$ cat src/kbs_pkg.sv
// ----------------------------------------------------------------------------
// kbs_pkg: shared definitions for the keyed byte scrambler
// Constants of the scrambling scheme, configuration register indexes and
// the control and update bundles that pass between the top level and the
// byte transform.
// ----------------------------------------------------------------------------
package kbs_pkg;

  // Default width of the in-block byte position.
  localparam int unsigned POSITION_BITS_DEF = 16;

  // Configuration port geometry.
  localparam int unsigned CFG_IDX_W  = 3;
  localparam int unsigned CFG_DATA_W = 64;
  localparam int unsigned KEY_WORDS  = 4;
  localparam int unsigned KEY_BITS   = KEY_WORDS * CFG_DATA_W;

  // Configuration register indexes.
  localparam logic [CFG_IDX_W-1:0] CFG_DIRECTION  = 3'd0;
  localparam logic [CFG_IDX_W-1:0] CFG_KEY_WORD_0 = 3'd1;
  localparam logic [CFG_IDX_W-1:0] CFG_KEY_WORD_1 = 3'd2;
  localparam logic [CFG_IDX_W-1:0] CFG_KEY_WORD_2 = 3'd3;
  localparam logic [CFG_IDX_W-1:0] CFG_KEY_WORD_3 = 3'd4;

  // Direction codes.
  localparam logic DIR_DECODE = 1'b0;
  localparam logic DIR_ENCODE = 1'b1;

  // Scheme constants.
  localparam logic [7:0] FOLD_ADD  = 8'h3F;
  localparam logic [7:0] FIRST_XOR = 8'h59;
  localparam logic [7:0] CHAIN_XOR = 8'hBF;
  localparam logic [7:0] SKIP_XOR  = 8'hFE;
  localparam logic [7:0] SKIP_ADD  = 8'h6F;
  localparam logic [4:0] FIRST_KEY = 5'h17;

  // Per-byte control handed to the transform.
  typedef struct packed {
    logic       dir;      // direction of this byte
    logic       first;    // byte 0 of a block
    logic       skip;     // skip map applies at this position
    logic [4:0] key_idx;  // low position bits select the key byte
  } ctl_t;

  // Result of the transform for one byte.
  typedef struct packed {
    logic [7:0] result;   // output byte
    logic [7:0] chain;    // new chain value
    logic [2:0] stride;   // variable part of the next skip distance
  } upd_t;

endpackage

$ cat src/kbs_if.sv
// ----------------------------------------------------------------------------
// kbs_in_if / kbs_out_if: valid/ready stream channels
// Input channel carries one data byte with its block start flag; output
// channel carries one result byte.
// ----------------------------------------------------------------------------
interface kbs_in_if;
  logic       valid;
  logic       ready;
  logic [7:0] data_byte;
  logic       block_start;

  modport source (output valid, output data_byte, output block_start, input ready);
  modport sink   (input valid, input data_byte, input block_start, output ready);
endinterface

interface kbs_out_if;
  logic       valid;
  logic       ready;
  logic [7:0] result_byte;

  modport source (output valid, output result_byte, input ready);
  modport sink   (input valid, input result_byte, output ready);
endinterface

$ cat src/kbs_xform.sv
// ----------------------------------------------------------------------------
// kbs_xform: single-byte scramble / unscramble
// Folds the selected key byte, applies the first-byte rotate or the chained
// nibble-swap step, and the skip map, in either direction.
// ----------------------------------------------------------------------------
module kbs_xform (
  input  logic [kbs_pkg::KEY_BITS-1:0] key_i,
  input  kbs_pkg::ctl_t                ctl_i,
  input  logic [7:0]                   data_i,
  input  logic [7:0]                   chain_i,
  output kbs_pkg::upd_t                upd_o
);

  logic [4:0] kidx;
  logic [4:0] hidx;
  logic [7:0] kraw;
  logic [7:0] khigh;
  logic [7:0] kbyte;
  logic [7:0] mix;
  logic [7:0] dec_a;
  logic [7:0] dec_rot;
  logic [7:0] dec_t;
  logic [7:0] dec_r;
  logic [7:0] enc_s;
  logic [7:0] enc_c;
  logic [7:0] enc_k;

  // Folded key byte: the first half is mixed with the second half.
  always_comb begin
    kidx  = ctl_i.first ? kbs_pkg::FIRST_KEY : ctl_i.key_idx;
    hidx  = {1'b1, kidx[3:0]};
    kraw  = key_i[8*kidx +: 8];
    khigh = key_i[8*hidx +: 8];
    kbyte = kidx[4] ? kraw : (kraw ^ (khigh + kbs_pkg::FOLD_ADD));
  end

  // Chain term: nibble swap of the previous plain-side value.
  always_comb begin
    mix = chain_i ^ kbs_pkg::CHAIN_XOR;
    mix = {mix[3:0], mix[7:4]};
  end

  // Decode path.
  always_comb begin
    dec_a   = data_i ^ kbs_pkg::FIRST_XOR;
    dec_rot = {dec_a[4:0], dec_a[7:5]};
    dec_t   = ctl_i.first ? (dec_rot ^ kbyte) : ((data_i + mix) ^ kbyte);
    dec_r   = ctl_i.skip ? ((dec_t ^ kbs_pkg::SKIP_XOR) + kbs_pkg::SKIP_ADD) : dec_t;
  end

  // Encode path.
  always_comb begin
    enc_s = ctl_i.skip ? ((data_i - kbs_pkg::SKIP_ADD) ^ kbs_pkg::SKIP_XOR) : data_i;
    enc_k = enc_s ^ kbyte;
    enc_c = {enc_k[2:0], enc_k[7:3]} ^ kbs_pkg::FIRST_XOR;
  end

  // Select by direction.
  always_comb begin
    if (ctl_i.dir == kbs_pkg::DIR_ENCODE) begin
      upd_o.result = ctl_i.first ? enc_c : (enc_k - mix);
      upd_o.chain  = ctl_i.first ? enc_k : enc_s;
      upd_o.stride = data_i[3:1];
    end else begin
      upd_o.result = dec_r;
      upd_o.chain  = ctl_i.first ? dec_rot : dec_t;
      upd_o.stride = dec_r[3:1];
    end
  end

endmodule

$ cat src/keyed_byte_scrambler.sv
// ----------------------------------------------------------------------------
// keyed_byte_scrambler: keyed byte stream scrambler, top level
// Registers each input byte, transforms it in one pass against the chain,
// position and skip state, and holds the result in an output register.
// ----------------------------------------------------------------------------
//
//  Channel  Dir  Payload                     Transfer when
//  in_chan  in   data_byte[7:0], block_start valid && ready
//  out_chan out  result_byte[7:0]            valid && ready
//  cfg      in   cfg_idx_i, cfg_wdata_i      cfg_we_i high
//
//  Input transfer reaches result valid through one input register and one
//  result register. One byte per cycle is sustained while the output is
//  taken; the limit is the chain value loop through the transform.
//  A stalled output holds its result while one more byte is taken into the
//  input register. Reset clears direction, key, chain, position and skip
//  state; there is no clearing pass.
//
module keyed_byte_scrambler #(
  parameter int unsigned POSITION_BITS = kbs_pkg::POSITION_BITS_DEF
) (
  input  logic                             clk_i,
  input  logic                             rst_ni,
  input  logic                             cfg_we_i,
  input  logic [kbs_pkg::CFG_IDX_W-1:0]    cfg_idx_i,
  input  logic [kbs_pkg::CFG_DATA_W-1:0]   cfg_wdata_i,
  kbs_in_if.sink                           in_chan,
  kbs_out_if.source                        out_chan
);

  logic                                               dir_q;
  logic [kbs_pkg::KEY_WORDS-1:0][kbs_pkg::CFG_DATA_W-1:0] key_q;

  logic                     s1_valid_q;
  logic [7:0]               s1_data_q;
  logic                     s1_start_q;
  logic                     out_valid_q;
  logic [7:0]               res_q;

  logic [7:0]               chain_q;
  logic [POSITION_BITS-1:0] pos_q;
  logic [POSITION_BITS-1:0] nsp_q;

  logic                     advance;
  logic                     compute;
  logic                     in_xfer;
  logic [POSITION_BITS-1:0] pos_cur;
  logic [POSITION_BITS-1:0] nsp_cur;
  kbs_pkg::ctl_t            ctl;
  kbs_pkg::upd_t            upd;

  // Configuration registers.
  always_ff @(posedge clk_i or negedge rst_ni) begin
    if (!rst_ni) begin
      dir_q <= kbs_pkg::DIR_DECODE;
      key_q <= '0;
    end else if (cfg_we_i) begin
      unique case (cfg_idx_i)
        kbs_pkg::CFG_DIRECTION:  dir_q    <= cfg_wdata_i[0];
        kbs_pkg::CFG_KEY_WORD_0: key_q[0] <= cfg_wdata_i;
        kbs_pkg::CFG_KEY_WORD_1: key_q[1] <= cfg_wdata_i;
        kbs_pkg::CFG_KEY_WORD_2: key_q[2] <= cfg_wdata_i;
        kbs_pkg::CFG_KEY_WORD_3: key_q[3] <= cfg_wdata_i;
        default: ;
      endcase
    end
  end

  // Pipeline flow: the result register frees when empty or taken.
  assign advance       = !out_valid_q || out_chan.ready;
  assign compute       = s1_valid_q && advance;
  assign in_chan.ready = !s1_valid_q || advance;
  assign in_xfer       = in_chan.valid && in_chan.ready;

  // Position and skip state seen by the byte in the input register.
  always_comb begin
    pos_cur     = s1_start_q ? '0 : pos_q;
    nsp_cur     = (pos_cur == '0) ? '0 : nsp_q;
    ctl.dir     = dir_q;
    ctl.first   = (pos_cur == '0);
    ctl.skip    = (pos_cur == nsp_cur);
    ctl.key_idx = pos_cur[4:0];
  end

  kbs_xform u_xform (
    .key_i   (key_q),
    .ctl_i   (ctl),
    .data_i  (s1_data_q),
    .chain_i (chain_q),
    .upd_o   (upd)
  );

  // Valid flags and block state.
  always_ff @(posedge clk_i or negedge rst_ni) begin
    if (!rst_ni) begin
      s1_valid_q  <= 1'b0;
      out_valid_q <= 1'b0;
      chain_q     <= '0;
      pos_q       <= '0;
      nsp_q       <= '0;
    end else begin
      if (in_chan.ready) begin
        s1_valid_q <= in_chan.valid;
      end
      if (advance) begin
        out_valid_q <= s1_valid_q;
      end
      if (compute) begin
        chain_q <= upd.chain;
        pos_q   <= pos_cur + POSITION_BITS'(1);
        nsp_q   <= ctl.skip ? (pos_cur + POSITION_BITS'(4) + POSITION_BITS'(upd.stride))
                            : nsp_cur;
      end
    end
  end

  // Payload registers.
  always_ff @(posedge clk_i) begin
    if (in_xfer) begin
      s1_data_q  <= in_chan.data_byte;
      s1_start_q <= in_chan.block_start;
    end
    if (compute) begin
      res_q <= upd.result;
    end
  end

  assign out_chan.valid       = out_valid_q;
  assign out_chan.result_byte = res_q;

endmodule

$ cat src/flat_wrapper.sv
// flat-port wrapper written by rule: the top's interface ports become plain ports
module keyed_byte_scrambler_flat 
#(
  parameter int unsigned POSITION_BITS = kbs_pkg::POSITION_BITS_DEF
)
  (clk_i, rst_ni, cfg_we_i, cfg_idx_i, cfg_wdata_i, in_chan_valid, in_chan_data_byte, in_chan_block_start, in_chan_ready, out_chan_valid, out_chan_result_byte, out_chan_ready);
  kbs_in_if in_chan_i ();
  kbs_out_if out_chan_i ();
  input  logic clk_i;
  input  logic rst_ni;
  input  logic cfg_we_i;
  input  logic [kbs_pkg::CFG_IDX_W-1:0] cfg_idx_i;
  input  logic [kbs_pkg::CFG_DATA_W-1:0] cfg_wdata_i;
  input wire logic [$bits(in_chan_i.valid)-1:0] in_chan_valid;
  input wire logic [$bits(in_chan_i.data_byte)-1:0] in_chan_data_byte;
  input wire logic [$bits(in_chan_i.block_start)-1:0] in_chan_block_start;
  output wire logic [$bits(in_chan_i.ready)-1:0] in_chan_ready;
  output wire logic [$bits(out_chan_i.valid)-1:0] out_chan_valid;
  output wire logic [$bits(out_chan_i.result_byte)-1:0] out_chan_result_byte;
  input wire logic [$bits(out_chan_i.ready)-1:0] out_chan_ready;
  assign in_chan_i.valid = in_chan_valid;
  assign in_chan_i.data_byte = in_chan_data_byte;
  assign in_chan_i.block_start = in_chan_block_start;
  assign in_chan_ready = in_chan_i.ready;
  assign out_chan_valid = out_chan_i.valid;
  assign out_chan_result_byte = out_chan_i.result_byte;
  assign out_chan_i.ready = out_chan_ready;
  keyed_byte_scrambler #(.POSITION_BITS(POSITION_BITS)) u_core (.clk_i(clk_i), .rst_ni(rst_ni), .cfg_we_i(cfg_we_i), .cfg_idx_i(cfg_idx_i), .cfg_wdata_i(cfg_wdata_i), .in_chan(in_chan_i), .out_chan(out_chan_i));
endmodule
$ cat config.mk
export PLATFORM = sky130hd
export DESIGN_NAME = keyed_byte_scrambler_flat
export DESIGN_NICKNAME = d
export VERILOG_FILES = /design/src/kbs_pkg.sv /design/src/kbs_if.sv /design/src/kbs_xform.sv /design/src/keyed_byte_scrambler.sv /design/src/flat_wrapper.sv
export SDC_FILE = /design/constraint.sdc
export NUM_CORES = 1
export LEC_CHECK = 0
export BUFFER_PORTS_ARGS = -buffer_cell sky130_fd_sc_hd__buf_2
export CAP_MARGIN = 20
export CORE_ASPECT_RATIO = 0.7
export CORE_MARGIN = 1
export CORE_UTILIZATION = 60
export CTS_CLUSTER_DIAMETER = 40
export DETAILED_ROUTE_END_ITERATION = 16
export PLACE_DENSITY_LB_ADDON = 0.25
export SYNTH_ARGS = -nofsm -noshare
export SYNTH_HDL_FRONTEND = slang
export SYNTH_SLANG_ARGS = --single-unit
export TNS_END_PERCENT = 1
$ cat constraint.sdc
create_clock -name clk_i -period 8.8 [get_ports clk_i]
set_clock_uncertainty 0.05 [all_clocks]
set_input_delay 2.64 -clock clk_i [delete_from_list [all_inputs] [get_ports clk_i]]
set_output_delay 2.64 -clock clk_i [all_outputs]
set_load 0.02 [all_outputs]
==> report_table.html <==
<table>
<tr><th>Metric</th><th>Value</th></tr>
<tr><th colspan="2">Setup path</th></tr>
<tr><td>Data required time at the worst endpoint</td><td>9.17 ns</td></tr>
<tr><td>Crit-path most repeated cell</td><td>ha_1</td></tr>
<tr><td>Crit path DAT</td><td>8.04 ns</td></tr>
<tr><td>Logic depth of the worst path, buffers included</td><td>28</td></tr>
<tr><td>Crit-path slowest cell</td><td>nor3_1</td></tr>
<tr><td>Crit path largest cell delay</td><td>0.64 ns</td></tr>
<tr><td>Peak fanout along the critical path</td><td>35</td></tr>
<tr><td>Startpoint types</td><td>register</td></tr>
<tr><td>Type of destination of the critical path</td><td>register</td></tr>
<tr><td>Buffering stage count on the worst path with inverters included</td><td>3</td></tr>
<tr><td>Number of cells on the worst reg-to-reg path</td><td>28</td></tr>
<tr><td>RR Startpoint</td><td>u_core.pos_q[1]$_DFFE_PN0P_</td></tr>
<tr><td>Crit path kind</td><td>register to register</td></tr>
<tr><td>Launch point of the critical path</td><td>u_core.pos_q[1]$_DFFE_PN0P_</td></tr>
<tr><td>Crit path max-delay family</td><td>simple AND/OR/NAND/NOR gates</td></tr>
<tr><th colspan="2">Power</th></tr>
<tr><td>Largest vdd supply drop</td><td>0.000206 V</td></tr>
<tr><td>Fraction of power consumed by sequential logic</td><td>0.319</td></tr>
<tr><td>Power share of the combinational group</td><td>0.436</td></tr>
<tr><td>Sw power</td><td>0.00261 W</td></tr>
<tr><td>Fraction of power consumed by the clock network</td><td>0.245</td></tr>
<tr><td>Cell-internal power</td><td>0.00394 W</td></tr>
<tr><td>Switching fraction of total power</td><td>0.399</td></tr>
<tr><td>Power per Cell Area</td><td>340 nW/um^2</td></tr>
<tr><td>Pleak</td><td>8.14 nW</td></tr>
<tr><th colspan="2">Global routing</th></tr>
<tr><td>Congestion Overflow GR</td><td>0</td></tr>
<tr><td>Wire length of the first global-routing pass</td><td>80.0 mm</td></tr>
<tr><td>Highest-utilization routing layer at the global route stage</td><td>met1</td></tr>
<tr><td>Number of antenna violations at the first check in global routing</td><td>0</td></tr>
<tr><td>Number of global-route vias before repair</td><td>12900</td></tr>
<tr><td>Met1 routing resource usage after global routing</td><td>0.555</td></tr>
<tr><td>Global Route met3 Usage</td><td>0.118</td></tr>
<tr><td>Pin count of the biggest net entering global routing</td><td>183</td></tr>
<tr><td>GR Util met2</td><td>0.494</td></tr>
<tr><td>All-layer global routing usage</td><td>0.362</td></tr>
<tr><th colspan="2">Detailed routing</th></tr>
<tr><td>First-pass iteration count of the detailed router</td><td>6</td></tr>
<tr><td>DRC</td><td>0</td></tr>
<tr><td>Mean routed wirelength per cell</td><td>25.6 microns</td></tr>
<tr><td>Starting DRC count in detailed routing</td><td>1626</td></tr>
<tr><td>Drt via density</td><td>6.66</td></tr>
<tr><td>Routed wire length</td><td>52.5 mm</td></tr>
<tr><td>Final ANT Viol Nets</td><td>0</td></tr>
<tr><td>Vias</td><td>13700</td></tr>
<tr><th colspan="2">Floorplan</th></tr>
<tr><td>Core box area</td><td>28100 sq um</td></tr>
<tr><td>Effective utilization at floorplan</td><td>0.618</td></tr>
<tr><td>Die area</td><td>29600 sq um</td></tr>
<tr><td>Boundary pin count</td><td>91</td></tr>
<tr><td>Width of the chip</td><td>205 microns</td></tr>
<tr><td>Die extent in y</td><td>144 microns</td></tr>
<tr><td>Total number of placement rows</td><td>51</td></tr>
<tr><th colspan="2">Final layout</th></tr>
<tr><td>Number of fillers in the final layout</td><td>2133</td></tr>
<tr><td>Antenna diode instance count</td><td>0</td></tr>
<tr><td>Syn-to-layout area delta</td><td>11.1%</td></tr>
<tr><td>Non-Filler Instances</td><td>2051</td></tr>
<tr><td>Share of post-route cells with drive strength above 1</td><td>0.289</td></tr>
<tr><td>Net total in the final layout</td><td>1761</td></tr>
<tr><th colspan="2">Yosys</th></tr>
<tr><td>Number of unique standard cell types used by synthesis</td><td>88</td></tr>
<tr><td>Flops &amp; latches, synth</td><td>316</td></tr>
<tr><td>Cell count after synthesis</td><td>1605</td></tr>
<tr><td>Summed instance area of the synthesized netlist</td><td>17300 sq um</td></tr>
<tr><td>Async SR Flop Fraction</td><td>0.946</td></tr>
<tr><td>Number of enable-type register cells in the synthesized netlist</td><td>17</td></tr>
<tr><td>Main synth FF type</td><td>dfrtp_1</td></tr>
<tr><td>Average cell area after synthesis</td><td>10.8 sq um</td></tr>
<tr><td>Share of Yosys cell area claimed by the top area cell type</td><td>0.431</td></tr>
<tr><td>Mapped Nets</td><td>1714</td></tr>
<tr><td>Warning count from the yosys run</td><td>0</td></tr>
<tr><td>Cells taking the most area after synthesis</td><td>dfrtp_1 43%, mux2_2 17%, nand2_1 3.5%</td></tr>
<tr><td>Sequential element share of the synthesized area</td><td>0.461</td></tr>
<tr><td>Post-synthesis cell type with the largest combined area</td><td>dfrtp_1</td></tr>
<tr><th colspan="2">Clock tree</th></tr>
<tr><td>Clk_lat worst skew</td><td>0.55 ns</td></tr>
<tr><td>Max clock buf depth</td><td>3</td></tr>
<tr><td>Root Buffer Master</td><td>clkbuf_16</td></tr>
<tr><td>Clock-pin transition on the worst setup and hold timing paths</td><td>0.06 ns</td></tr>
<tr><td>Number of clock sinks</td><td>316</td></tr>
<tr><td>Gates resized, CTS repair</td><td>0</td></tr>
<tr><td>CTS tree</td><td>yes</td></tr>
<tr><td># Post-CTS Setup Buffers</td><td>0</td></tr>
<tr><td>Cts-stage hold buffer count</td><td>0</td></tr>
<tr><td>Inserted Clock Buffers</td><td>37</td></tr>
<tr><td>Depth of the CTS H-tree</td><td>2</td></tr>
<tr><th colspan="2">Run status</th></tr>
<tr><td>Result of the run</td><td>complete, no violations</td></tr>
<tr><th colspan="2">Min path</th></tr>
<tr><td>Tightest Hold Check Type</td><td>register to register</td></tr>
<tr><td>Origin of the worst min-delay path</td><td>u_core.key_q[74]$_DFFE_PN0P_</td></tr>
<tr><td>Hold Path Stages</td><td>1</td></tr>
<tr><th colspan="2">STA</th></tr>
<tr><td>Minimum clock period</td><td>7.68 ns</td></tr>
<tr><td>Max Fclk</td><td>130 MHz</td></tr>
<tr><td>Final period utilization</td><td>0.872</td></tr>
<tr><td>Finish-stage setup viols</td><td>0</td></tr>
<tr><td>Setup repair after global routing missed its margin</td><td>false</td></tr>
<tr><td>Setup slack after layout</td><td>1.12 ns</td></tr>
<tr><td>Post-Route Setup TNS</td><td>0 ns</td></tr>
<tr><td>Worst slew slack as a fraction of its limit</td><td>0.265</td></tr>
<tr><td>Actual slew at the worst max-slew pin</td><td>1.09 ns</td></tr>
<tr><td>Final Hold Viols</td><td>0</td></tr>
<tr><td>Max-slew violation count</td><td>0</td></tr>
<tr><td>Worst hold slack</td><td>0.456 ns</td></tr>
<tr><th colspan="2">Run</th></tr>
<tr><td>Number of max-capacitance violations reported</td><td>0</td></tr>
<tr><th colspan="2">Placed design</th></tr>
<tr><td>Port Buf Inserts</td><td>90</td></tr>
<tr><td>HPWL reported at the end of detailed placement</td><td>35.5 mm</td></tr>
<tr><td>Placed cells</td><td>1984</td></tr>
<tr><td>Final GP Congestion</td><td>1.00</td></tr>
<tr><td>Post-placement worst setup slack</td><td>1.34 ns</td></tr>
</table>
path summary, 6_finish.rpt:
path	to	slack, ns
worst max-delay path	u_core.nsp_q[15]$_DFFE_PN0P_	1.12
worst min-delay path	u_core.key_q[74]$_DFFE_PN0P_	0.46
worst max register to register	u_core.nsp_q[15]$_DFFE_PN0P_	1.12
worst min register to register	u_core.key_q[74]$_DFFE_PN0P_	0.46
max in group asynchronous	u_core.dir_q$_DFFE_PN0P_	5.07
min in group asynchronous	u_core.key_q[110]$_DFFE_PN0P_	2.11
registers in the layout, indices dropped and copies added, names as in the netlist:
register	count
u_core.s1_start_q	1
u_core.s1_valid_q	1
u_core.dir_q	1
u_core.key_q	256
u_core.out_chan.valid	1
u_core.chain_q	8
u_core.out_chan.result_byte	8
u_core.pos_q	16
u_core.s1_data_q	8
u_core.nsp_q	16
routing by layer:
metal	wire length, microns	share of wire
met3	6720	0.13
met5	0	0
met4	955	0.018
met1	23500	0.45
met2	21400	0.41
final cells by class:
| class | count | area, sq um | share of cell area |
|---|---|---|---|
| clock buffer | 44 | 1000 | 0.0520 |
| multi-input combinational | 1158 | 8780 | 0.456 |
| inverter | 26 | 100 | 0.00519 |
| tap | 371 | 464 | 0.0241 |
| sequential | 316 | 7990 | 0.415 |
| timing repair buffer | 113 | 646 | 0.0335 |
| clock inverter | 23 | 285 | 0.0148 |
through the flow:
stage / power, W / util / area (sq um)
floorplan: 0.00406 / - / 17300
global placement: 0.00478 / 0.641 / 18000
detailed placement: 0.00486 / 0.641 / 18000
CTS: 0.00649 / 0.686 / 19300
global route: 0.00689 / 0.686 / 19300
finish: 0.00656 / 0.686 / 19300
synthesized netlist by cell type (11+ instances only):
library cell / count
clkbuf_1: 58
o211ai_1: 11
a211oi_1: 13
xnor2_1: 51
inv_1: 22
nand2_1: 160
nand2b_1: 13
o21ai_0: 83
o221ai_1: 23
mux2_2: 264
nor3_1: 14
and3_1: 15
xor2_1: 32
ha_1: 25
a31oi_1: 24
mux2i_1: 22
nand3b_1: 11
o22ai_1: 21
a21oi_1: 72
nand3_1: 39
edfxtp_1: 17
dfrtp_1: 299
nor2_1: 90
buf_2: 30
nor2b_1: 12
a21o_1: 14
cell usage in the layout, fill, tap and decap left out, types with 12 or more instances in the layout:
cell type	synthesis	final
a211oi_1	13	13
a21o_1	14	14
a21oi_1	72	71
a31oi_1	24	24
and3_1	15	14
buf_2	30	89
buf_4	7	22
clkbuf_16	0	37
dfrtp_1	299	299
edfxtp_1	17	17
ha_1	25	25
inv_1	22	22
mux2_2	264	264
mux2i_1	22	21
nand2_1	160	160
nand2b_1	13	12
nand3_1	39	38
nor2_1	90	88
nor2b_1	12	12
nor3_1	14	14
o21ai_0	83	83
o221ai_1	23	23
o22ai_1	21	21
xnor2_1	51	51
xor2_1	32	32
logic make-up (layout without fill, tap and decap cells):
group | after synthesis | after routing | synth area share
multiplexers | 289 | 289 | 0.188
flip-flops | 316 | 316 | 0.461
adder cells (fa/ha/maj) | 28 | 28 | 0.0215
XOR/XNOR | 88 | 88 | 0.0473
AND/OR/NAND/NOR | 409 | 409 | 0.118
buffers and inverters | 131 | 206 | 0.0348
AO/OA/AOI/OAI | 344 | 344 | 0.129
power by group through the flow:
stage	Clock, W	Sequential (W)	Combinational [W]
6_report	0.00160	0.00209	0.00286
5_1_grt	0.00168	0.00212	0.00309
4_1_cts	0.00162	0.00208	0.00279
3_5_place_dp	0	0.00210	0.00277
3_3_place_gp	0	0.00208	0.00270
2_1_floorplan	0	0.00199	0.00206
No activity file was read; power rests on OpenSTA's default activity.
